File: config.mk
export PLATFORM = sky130hd
export DESIGN_NAME = delayed_trigger_pulse_generator_core_flat
export DESIGN_NICKNAME = d
export VERILOG_FILES = /design/src/rtl/core/dtpg_pkg.sv /design/src/rtl/core/dtpg_in_if.sv /design/src/rtl/core/dtpg_out_if.sv /design/src/rtl/core/delayed_trigger_pulse_generator_core.sv /design/src/flat_wrapper.sv
export SDC_FILE = /design/constraint.sdc
export NUM_CORES = 2
export LEC_CHECK = 0
export BUFFER_PORTS_ARGS = -buffer_cell sky130_fd_sc_hd__buf_2
export CAP_MARGIN = 20
export CORE_MARGIN = 2
export CORE_UTILIZATION = 55
export DETAILED_ROUTE_END_ITERATION = 8
export PLACE_DENSITY_LB_ADDON = 0.2
export SYNTH_ARGS = -nofsm -noshare
export SYNTH_HDL_FRONTEND = slang
export SYNTH_SLANG_ARGS = --single-unit
File: constraint.sdc
create_clock -name clk -period 9.4 [get_ports clk]
set_input_delay 1.88 -clock clk [delete_from_list [all_inputs] [get_ports clk]]
set_output_delay 1.88 -clock clk [all_outputs]
set_load 0.05 [all_outputs]
File: src/rtl/core/dtpg_pkg.sv
// types and constants of the trigger delay one-shot
package dtpg_pkg;

    localparam int DATA_W    = 32;
    localparam int ADDR_W    = 5;
    localparam int BASE_W    = 20;
    localparam int LEVEL_W   = 14;
    localparam int CHANNEL_W = 4;
    localparam int FACTOR_W  = 13;
    localparam int Q_FRAC    = 12;

    typedef logic [BASE_W-1:0]          base_t;
    typedef logic signed [LEVEL_W-1:0]  level_t;
    typedef logic [CHANNEL_W-1:0]       channel_t;
    typedef logic [FACTOR_W-1:0]        factor_t;

    // register indexes, one 32-bit word each
    typedef enum logic [2:0] {
        REG_UNIT0_DELAY  = 3'd0,
        REG_UNIT0_LENGTH = 3'd1,
        REG_UNIT1_DELAY  = 3'd2,
        REG_UNIT1_LENGTH = 3'd3,
        REG_RISE         = 3'd4,
        REG_FALL         = 3'd5
    } reg_idx_t;

    // Q12 unity and the floor of the length factor
    localparam factor_t Q_ONE     = 13'd4096;
    localparam factor_t LEN_FLOOR = 13'd4;

    // register reset values
    localparam base_t  DELAY_RESET  = 20'd0;
    localparam base_t  LENGTH_RESET = 20'd4800;
    localparam level_t RISE_RESET   = 14'sd410;
    localparam level_t FALL_RESET   = 14'sd0;

endpackage

File: src/rtl/core/dtpg_in_if.sv
// input channel: one gate sample for one unit and channel
interface dtpg_in_if
    import dtpg_pkg::*;
();

    logic     valid;
    logic     ready;
    logic     unit;
    channel_t channel;
    level_t   gate_level;
    level_t   delay_cv;
    logic     delay_cv_present;
    level_t   length_cv;
    logic     length_cv_present;

    modport source (
        output valid, unit, channel, gate_level, delay_cv, delay_cv_present,
               length_cv, length_cv_present,
        input  ready
    );

    modport sink (
        input  valid, unit, channel, gate_level, delay_cv, delay_cv_present,
               length_cv, length_cv_present,
        output ready
    );

endinterface

File: src/rtl/core/dtpg_out_if.sv
// output channel: pulse state for one unit and channel
interface dtpg_out_if
    import dtpg_pkg::*;
();

    logic     valid;
    logic     ready;
    logic     out_unit;
    channel_t out_channel;
    logic     pulse_high;

    modport source (
        output valid, out_unit, out_channel, pulse_high,
        input  ready
    );

    modport sink (
        input  valid, out_unit, out_channel, pulse_high,
        output ready
    );

endinterface

File: src/rtl/core/delayed_trigger_pulse_generator_core.sv
// trigger delay one-shot: two units, schmitt edge, delay counter, pulse counter
// pipeline: input beat into stage 1 (state read), then into the result register (update)
// throughput: one beat per cycle unless stalled; per-slot state sits in a one-write one-read
//   memory with write-to-read bypass, so back-to-back hits on a slot are exact
// reset: rst_n async low; clears registers to defaults, all slot valid bits
//   (unwritten slots read as zero state) and the pipeline valids
module delayed_trigger_pulse_generator_core
    import dtpg_pkg::*;
#(
    parameter int CHANNELS  = 16,
    parameter int TICK_BITS = 20
) (
    input  logic              clk,
    input  logic              rst_n,
    input  logic              psel,
    input  logic              penable,
    input  logic              pwrite,
    input  logic [ADDR_W-1:0] paddr,
    input  logic [DATA_W-1:0] pwdata,
    output logic [DATA_W-1:0] prdata,
    output logic              pready,
    dtpg_in_if.sink           in_ch,
    dtpg_out_if.source        out_ch
);

    localparam int SLOTS    = 2 * CHANNELS;
    localparam int SLOT_W   = (SLOTS > 1) ? $clog2(SLOTS) : 1;
    localparam int PROD_W   = BASE_W + FACTOR_W;
    localparam int SCALED_W = PROD_W - Q_FRAC;

    typedef logic [TICK_BITS-1:0] tick_t;
    typedef logic [SLOT_W-1:0]    slot_idx_t;

    typedef struct packed {
        logic  trig;
        logic  pend;
        tick_t delay;
        tick_t pulse;
    } slot_state_t;

    // clamp a control value to a Q12 factor, unity when not connected
    function automatic factor_t clamp_factor(level_t cv, logic present, factor_t lo);
        factor_t f;
        if (!present) begin
            f = Q_ONE;
        end else if (cv < $signed({1'b0, lo})) begin
            f = lo;
        end else if (cv > $signed({1'b0, Q_ONE})) begin
            f = Q_ONE;
        end else begin
            f = factor_t'(cv);
        end
        return f;
    endfunction

    // base * factor >> 12, saturated to the tick counter range
    function automatic tick_t scale_ticks(base_t base, factor_t f);
        logic [PROD_W-1:0]   prod;
        logic [SCALED_W-1:0] scaled;
        logic [63:0]         wide;
        logic [63:0]         tmax;
        prod   = PROD_W'(base) * PROD_W'(f);
        scaled = prod[PROD_W-1:Q_FRAC];
        wide   = 64'(scaled);
        tmax   = (64'd1 << TICK_BITS) - 64'd1;
        return (wide > tmax) ? tick_t'(tmax) : tick_t'(wide);
    endfunction

    // configuration registers
    base_t  unit0_delay_reg;
    base_t  unit0_length_reg;
    base_t  unit1_delay_reg;
    base_t  unit1_length_reg;
    level_t rise_reg;
    level_t fall_reg;

    logic     cfg_write;
    reg_idx_t cfg_idx;

    assign pready    = 1'b1;
    assign cfg_write = psel && penable && pwrite && pready;
    assign cfg_idx   = reg_idx_t'(paddr[ADDR_W-1:2]);

    // register write
    always_ff @(posedge clk or negedge rst_n)
    begin
        if (!rst_n)
        begin
            unit0_delay_reg  <= DELAY_RESET;
            unit0_length_reg <= LENGTH_RESET;
            unit1_delay_reg  <= DELAY_RESET;
            unit1_length_reg <= LENGTH_RESET;
            rise_reg         <= RISE_RESET;
            fall_reg         <= FALL_RESET;
        end
        else if (cfg_write)
        begin
            unique case (cfg_idx)
                REG_UNIT0_DELAY:  unit0_delay_reg  <= pwdata[BASE_W-1:0];
                REG_UNIT0_LENGTH: unit0_length_reg <= pwdata[BASE_W-1:0];
                REG_UNIT1_DELAY:  unit1_delay_reg  <= pwdata[BASE_W-1:0];
                REG_UNIT1_LENGTH: unit1_length_reg <= pwdata[BASE_W-1:0];
                REG_RISE:         rise_reg         <= level_t'(pwdata[LEVEL_W-1:0]);
                REG_FALL:         fall_reg         <= level_t'(pwdata[LEVEL_W-1:0]);
                default:          ;
            endcase
        end
    end

    // register read
    always_comb
    begin
        unique case (cfg_idx)
            REG_UNIT0_DELAY:  prdata = DATA_W'(unit0_delay_reg);
            REG_UNIT0_LENGTH: prdata = DATA_W'(unit0_length_reg);
            REG_UNIT1_DELAY:  prdata = DATA_W'(unit1_delay_reg);
            REG_UNIT1_LENGTH: prdata = DATA_W'(unit1_length_reg);
            REG_RISE:         prdata = DATA_W'(rise_reg);
            REG_FALL:         prdata = DATA_W'(fall_reg);
            default:          prdata = '0;
        endcase
    end

    // pipeline handshake
    logic s1_valid_reg;
    logic res_valid_reg;
    logic s1_move;
    logic in_accept;

    assign s1_move     = s1_valid_reg && (!res_valid_reg || out_ch.ready);
    assign in_ch.ready = !s1_valid_reg || s1_move;
    assign in_accept   = in_ch.valid && in_ch.ready;

    // input side: slot index, range check and scaled times
    slot_idx_t in_slot;
    logic      in_range;
    tick_t     in_dt;
    tick_t     in_lt;

    always_comb
    begin
        in_range = 32'(in_ch.channel) < CHANNELS;
        in_slot  = SLOT_W'(32'(in_ch.unit) * CHANNELS + 32'(in_ch.channel));
        in_dt    = scale_ticks(in_ch.unit ? unit1_delay_reg : unit0_delay_reg,
                               clamp_factor(in_ch.delay_cv, in_ch.delay_cv_present,
                                            factor_t'(0)));
        in_lt    = scale_ticks(in_ch.unit ? unit1_length_reg : unit0_length_reg,
                               clamp_factor(in_ch.length_cv, in_ch.length_cv_present,
                                            LEN_FLOOR));
    end

    // stage 1 payload
    logic        s1_unit_reg;
    channel_t    s1_channel_reg;
    level_t      s1_gate_reg;
    tick_t       s1_dt_reg;
    tick_t       s1_lt_reg;
    logic        s1_in_range_reg;
    slot_idx_t   s1_slot_reg;
    slot_state_t s1_word_reg;
    logic        s1_word_valid_reg;

    // per-slot state memory and valid bits
    slot_state_t      state_mem [SLOTS];
    logic [SLOTS-1:0] slot_valid_reg;

    logic        wr_en;
    slot_state_t wr_word;
    logic        wr_hit;
    logic        pulse_next;

    assign wr_en  = s1_move && s1_in_range_reg;
    assign wr_hit = wr_en && (s1_slot_reg == in_slot);

    // memory write, registered read with bypass of the same-edge write
    always_ff @(posedge clk)
    begin
        if (wr_en)
        begin
            state_mem[s1_slot_reg] <= wr_word;
        end
        if (in_accept)
        begin
            s1_word_reg       <= wr_hit ? wr_word : state_mem[in_slot];
            s1_word_valid_reg <= wr_hit || slot_valid_reg[in_slot];
            s1_unit_reg       <= in_ch.unit;
            s1_channel_reg    <= in_ch.channel;
            s1_gate_reg       <= in_ch.gate_level;
            s1_dt_reg         <= in_dt;
            s1_lt_reg         <= in_lt;
            s1_in_range_reg   <= in_range;
            s1_slot_reg       <= in_slot;
        end
    end

    // slot valid bits, a slot never written reads as zero state
    always_ff @(posedge clk or negedge rst_n)
    begin
        if (!rst_n)
        begin
            slot_valid_reg <= '0;
        end
        else if (wr_en)
        begin
            slot_valid_reg[s1_slot_reg] <= 1'b1;
        end
    end

    // schmitt edge, delay and pulse counter update
    always_comb
    begin
        slot_state_t cur;
        logic        edge_hit;
        cur      = s1_word_valid_reg ? s1_word_reg : '0;
        edge_hit = 1'b0;
        if (cur.trig)
        begin
            if (s1_gate_reg <= fall_reg)
            begin
                cur.trig = 1'b0;
            end
        end
        else if (s1_gate_reg >= rise_reg)
        begin
            cur.trig = 1'b1;
            edge_hit = 1'b1;
        end
        if (edge_hit)
        begin
            if (s1_dt_reg > cur.delay)
            begin
                cur.delay = s1_dt_reg;
            end
            cur.pend = 1'b1;
        end
        if (cur.delay != '0)
        begin
            cur.delay = cur.delay - tick_t'(1);
        end
        else if (cur.pend)
        begin
            if (s1_lt_reg > cur.pulse)
            begin
                cur.pulse = s1_lt_reg;
            end
            cur.pend = 1'b0;
        end
        pulse_next = 1'b0;
        if (cur.pulse != '0)
        begin
            cur.pulse  = cur.pulse - tick_t'(1);
            pulse_next = s1_in_range_reg;
        end
        wr_word = cur;
    end

    // pipeline valids
    always_ff @(posedge clk or negedge rst_n)
    begin
        if (!rst_n)
        begin
            s1_valid_reg  <= 1'b0;
            res_valid_reg <= 1'b0;
        end
        else
        begin
            if (in_accept)
            begin
                s1_valid_reg <= 1'b1;
            end
            else if (s1_move)
            begin
                s1_valid_reg <= 1'b0;
            end
            if (s1_move)
            begin
                res_valid_reg <= 1'b1;
            end
            else if (out_ch.ready)
            begin
                res_valid_reg <= 1'b0;
            end
        end
    end

    // result register
    logic     res_unit_reg;
    channel_t res_channel_reg;
    logic     res_pulse_reg;

    always_ff @(posedge clk)
    begin
        if (s1_move)
        begin
            res_unit_reg    <= s1_unit_reg;
            res_channel_reg <= s1_channel_reg;
            res_pulse_reg   <= pulse_next;
        end
    end

    assign out_ch.valid       = res_valid_reg;
    assign out_ch.out_unit    = res_unit_reg;
    assign out_ch.out_channel = res_channel_reg;
    assign out_ch.pulse_high  = res_pulse_reg;

endmodule

File: src/flat_wrapper.sv
// flat-port wrapper written by rule: the top's interface ports become plain ports
module delayed_trigger_pulse_generator_core_flat import dtpg_pkg::*;
#(
    parameter int CHANNELS  = 16,
    parameter int TICK_BITS = 20
)
  (clk, rst_n, psel, penable, pwrite, paddr, pwdata, prdata, pready, in_ch_valid, in_ch_unit, in_ch_channel, in_ch_gate_level, in_ch_delay_cv, in_ch_delay_cv_present, in_ch_length_cv, in_ch_length_cv_present, in_ch_ready, out_ch_valid, out_ch_out_unit, out_ch_out_channel, out_ch_pulse_high, out_ch_ready);
  dtpg_in_if in_ch_i ();
  dtpg_out_if out_ch_i ();
  input  logic clk;
  input  logic rst_n;
  input  logic psel;
  input  logic penable;
  input  logic pwrite;
  input  logic [ADDR_W-1:0] paddr;
  input  logic [DATA_W-1:0] pwdata;
  output logic [DATA_W-1:0] prdata;
  output logic pready;
  input wire logic [$bits(in_ch_i.valid)-1:0] in_ch_valid;
  input wire logic [$bits(in_ch_i.unit)-1:0] in_ch_unit;
  input wire logic [$bits(in_ch_i.channel)-1:0] in_ch_channel;
  input wire logic [$bits(in_ch_i.gate_level)-1:0] in_ch_gate_level;
  input wire logic [$bits(in_ch_i.delay_cv)-1:0] in_ch_delay_cv;
  input wire logic [$bits(in_ch_i.delay_cv_present)-1:0] in_ch_delay_cv_present;
  input wire logic [$bits(in_ch_i.length_cv)-1:0] in_ch_length_cv;
  input wire logic [$bits(in_ch_i.length_cv_present)-1:0] in_ch_length_cv_present;
  output wire logic [$bits(in_ch_i.ready)-1:0] in_ch_ready;
  output wire logic [$bits(out_ch_i.valid)-1:0] out_ch_valid;
  output wire logic [$bits(out_ch_i.out_unit)-1:0] out_ch_out_unit;
  output wire logic [$bits(out_ch_i.out_channel)-1:0] out_ch_out_channel;
  output wire logic [$bits(out_ch_i.pulse_high)-1:0] out_ch_pulse_high;
  input wire logic [$bits(out_ch_i.ready)-1:0] out_ch_ready;
  assign in_ch_i.valid = in_ch_valid;
  assign in_ch_i.unit = in_ch_unit;
  assign in_ch_i.channel = in_ch_channel;
  assign in_ch_i.gate_level = in_ch_gate_level;
  assign in_ch_i.delay_cv = in_ch_delay_cv;
  assign in_ch_i.delay_cv_present = in_ch_delay_cv_present;
  assign in_ch_i.length_cv = in_ch_length_cv;
  assign in_ch_i.length_cv_present = in_ch_length_cv_present;
  assign in_ch_ready = in_ch_i.ready;
  assign out_ch_valid = out_ch_i.valid;
  assign out_ch_out_unit = out_ch_i.out_unit;
  assign out_ch_out_channel = out_ch_i.out_channel;
  assign out_ch_pulse_high = out_ch_i.pulse_high;
  assign out_ch_i.ready = out_ch_ready;
  delayed_trigger_pulse_generator_core #(.CHANNELS(CHANNELS), .TICK_BITS(TICK_BITS)) u_core (.clk(clk), .rst_n(rst_n), .psel(psel), .penable(penable), .pwrite(pwrite), .paddr(paddr), .pwdata(pwdata), .prdata(prdata), .pready(pready), .in_ch(in_ch_i), .out_ch(out_ch_i));
endmodule
==> results.sh <==
export IMPL_min_path_cells=1
export IMPL_synth_enable_flop_cells=1452
export IMPL_netlist_area_leader_share_pct=53.9
export IMPL_use_met3_pct=4.10
export IMPL_synthArstFlopShare_pct=8.91
export IMPL_ff2ff_path_depth=32
export IMPL_cts_buffers=161
export IMPL_vias_per_cell=6.15
export IMPL_end_kind="flip-flop"
export IMPL_cts_htree_levels=4
export IMPL_peakVddDrop_mv=0.205
export IMPL_largest_reg_flops=1344
export IMPL_start_kind="input port"
export IMPL_dieArea_mm2=0.150
export IMPL_clkTransAtPathRegs_ps=60
export IMPL_dieWidth_um=388
export IMPL_ios=134
export IMPL_finalCoreUtilization_pct=62.1
export IMPL_cts_tree="done"
export IMPL_ys_flop_type="edfxtp_1"
export IMPL_yosysUniqueCellTypes=79
export IMPL_routed_wl_um=204000
export IMPL_ys_seq_area_share_pct=58.3
export IMPL_min_path_type="reg2reg"
export IMPL_synth_top_cell_by_area="edfxtp_1"
export IMPL_initial_core_util_pct=55.5
export IMPL_portBuffers=118
export IMPL_crit_required_ps=9950
export IMPL_critPathMaxStageDelay_ps=520
export IMPL_clk_latency_ps=810
export IMPL_max_freq_ghz=0.114
export IMPL_drt_iter0_markers=4970
export IMPL_worst_pin_slew_ps=1210
export IMPL_syn_area_per_cell_um2=15.5
export IMPL_path_delay_family="adder cells"
export IMPL_power_density_mw_per_mm2=207
export IMPL_dp_hpwl_um=121000
export IMPL_synth_fp_nets=5927
export IMPL_synth_compound_area_share_pct=3.02
export IMPL_synth_xor_xnor_area_share_pct=0.920
export IMPL_finalSetupViolations=0
export IMPL_worst_path_buf_inv=7
export IMPL_globalRouteTotalUtil_pct=27.6
export IMPL_synthCells=5222
export IMPL_grt_first_pass_wirelength_um=305000
export IMPL_hold_viol=0
export IMPL_layout_common_cells="edfxtp_1, inv_1, nand2_1"
export IMPL_crit_fanout=24
export IMPL_rsz0062_at_grt="no"
export IMPL_ant_nets=0
export IMPL_postCtsHoldBufs=0
export IMPL_grt_busiest_layer="met2"
export IMPL_area_growth_pct=11.9
export IMPL_clockRootBuffer="clkbuf_16"
export IMPL_wl_per_cell_um=27.2
export IMPL_synthMuxAreaShare_pct=15.0
export IMPL_antenna_found_initial=3
export IMPL_synth_top_family_by_area="multiplexers"
export IMPL_dr_total_vias=46200
export IMPL_status="finished clean"
export IMPL_gp_congestion=0.938
export IMPL_postCtsSetupBuffers=0
export IMPL_cp_depth=31
export IMPL_core_area_mm2=0.146
export IMPL_nNetsFinal=6163
export IMPL_synthTopCellsByArea="edfxtp_1, mux4_2, fa_1"
export IMPL_dr_pass1_iters=6
export IMPL_yosys_warnings=0
export IMPL_nFillCells=10600
export IMPL_gr_usage_met2_pct=44.4
export IMPL_maxCapViolations=0
export IMPL_grt_max_degree=150
export IMPL_synth_seq_cells=1594
export IMPL_die_h_um=388
export IMPL_final_common_cell="edfxtp_1"
export IMPL_cts_repair_resized=0
export IMPL_rows=140
export IMPL_whs_ps=464
export IMPL_fin_crit_ps=8740
export IMPL_critPathKind="in2reg"
export IMPL_p_leak_nw=33.7
export IMPL_met1_usage_pct=39.9
export IMPL_finClkSkew_ps=34.4
export IMPL_synthSimpleGateAreaFrac_pct=6.11
export IMPL_grt_pass1_vias=46200
export IMPL_slowest_stage="fa_1"
export IMPL_cts_sinks=1594
export IMPL_maxSlewViolCount=0
export IMPL_synth_fa_ha_area_share_pct=13.1
export IMPL_synth_area_mm2=0.0810
export IMPL_route_detailed_drc=0
export IMPL_grt_overflow_total=0
export IMPL_period_share_pct=93.0
export IMPL_crit_top_cell="fa_1"
export IMPL_slew_headroom_pct=19.2
export IMPL_cts_max_path_buffers=3
export IMPL_critPathArrivalTime_ps=9290
export IMPL_drive_gt1_share_pct=22.2
==> cell type report <==
| class | count | area, um2 | area share [%] |
|---|---|---|---|
| diodes | 5 | 12.5 | 0.0138 |
| clock buffers | 207 | 4380 | 4.83 |
| clock inverters | 89 | 980 | 1.08 |
| inverters | 529 | 1990 | 2.19 |
| multi-input cells | 2867 | 31400 | 34.6 |
| flip-flops and latches | 1594 | 47200 | 52.1 |
| well taps | 1917 | 2400 | 2.65 |
| repair buffers | 305 | 2280 | 2.51 |
==> report_power, final <==
part           switching, mW  internal, mW
Clock                   2.75          3.71
Combinational           2.16          1.19
Sequential             0.246          8.66
Total                   5.15          13.6
==> routing by layer <==
| metal | part of all wire (%) | routed length, um |
|---|---|---|
| met4 | 2.7 | 5540 |
| met2 | 48 | 99000 |
| met5 | 0.013 | 27 |
| met3 | 8.1 | 16500 |
| met1 | 41 | 83100 |
==> synthesized netlist by cell type (42+ instances only) <==
| cell type | instances |
|---|---|
| edfxtp_1 | 1452 |
| inv_1 | 528 |
| nand2_1 | 525 |
| mux4_2 | 430 |
| fa_1 | 394 |
| nor2_1 | 321 |
| ha_1 | 218 |
| clkbuf_1 | 167 |
| dfrtp_1 | 129 |
| mux2_2 | 127 |
| o21ai_0 | 103 |
| mux2i_1 | 99 |
| a21oi_1 | 76 |
| nand3_1 | 59 |
| a22oi_1 | 56 |
| buf_1 | 47 |
| xor2_1 | 43 |
| xnor2_1 | 42 |
==> cell families (layout without fill, tap and decap cells) <==
logic type	count (synthesis)	in the layout
DFF	1594	1594
and+or+nand+nor	1133	1133
buffers and inverters	761	1130
muxes	657	657
adders and majority gates	612	612
AOI/OAI and AO/OA	379	379
xor gates and xnor gates	85	85
other	1	6
==> stage by stage <==
step / instances / worst slack [ps] / area (um2) / TNS, ps / power (mW)
floorplan: 5222 / 86.9 / 81000 / 0 / 11.1
global placement: 7198 / 41.1 / 85000 / 0 / 12.2
CTS: 7500 / 763 / 90400 / 0 / 18.7
global route: 7508 / 267 / 90600 / 0 / 19.4
detailed placement: 7204 / -57.0 / 85100 / -485 / 12.3
finish: 7513 / 661 / 90600 / 0 / 18.7
==> final timing paths <==
path	from	end	slack, ps
worst max-delay path	in_ch_length_cv[8]	u_core.s1_lt_reg[13]	660
worst min-delay path	u_core.slot_valid_reg[26]	u_core.slot_valid_reg[26]	460
worst max register to register	u_core.s1_word_valid_reg	u_core.state_mem[28][12]	1490
worst min register to register	u_core.slot_valid_reg[26]	u_core.slot_valid_reg[26]	460
max in group asynchronous	rst_n	u_core.slot_valid_reg[4]	6970
min in group asynchronous	rst_n	u_core.unit1_delay_reg[4]	1140
Power figures use the tool's default switching activity.
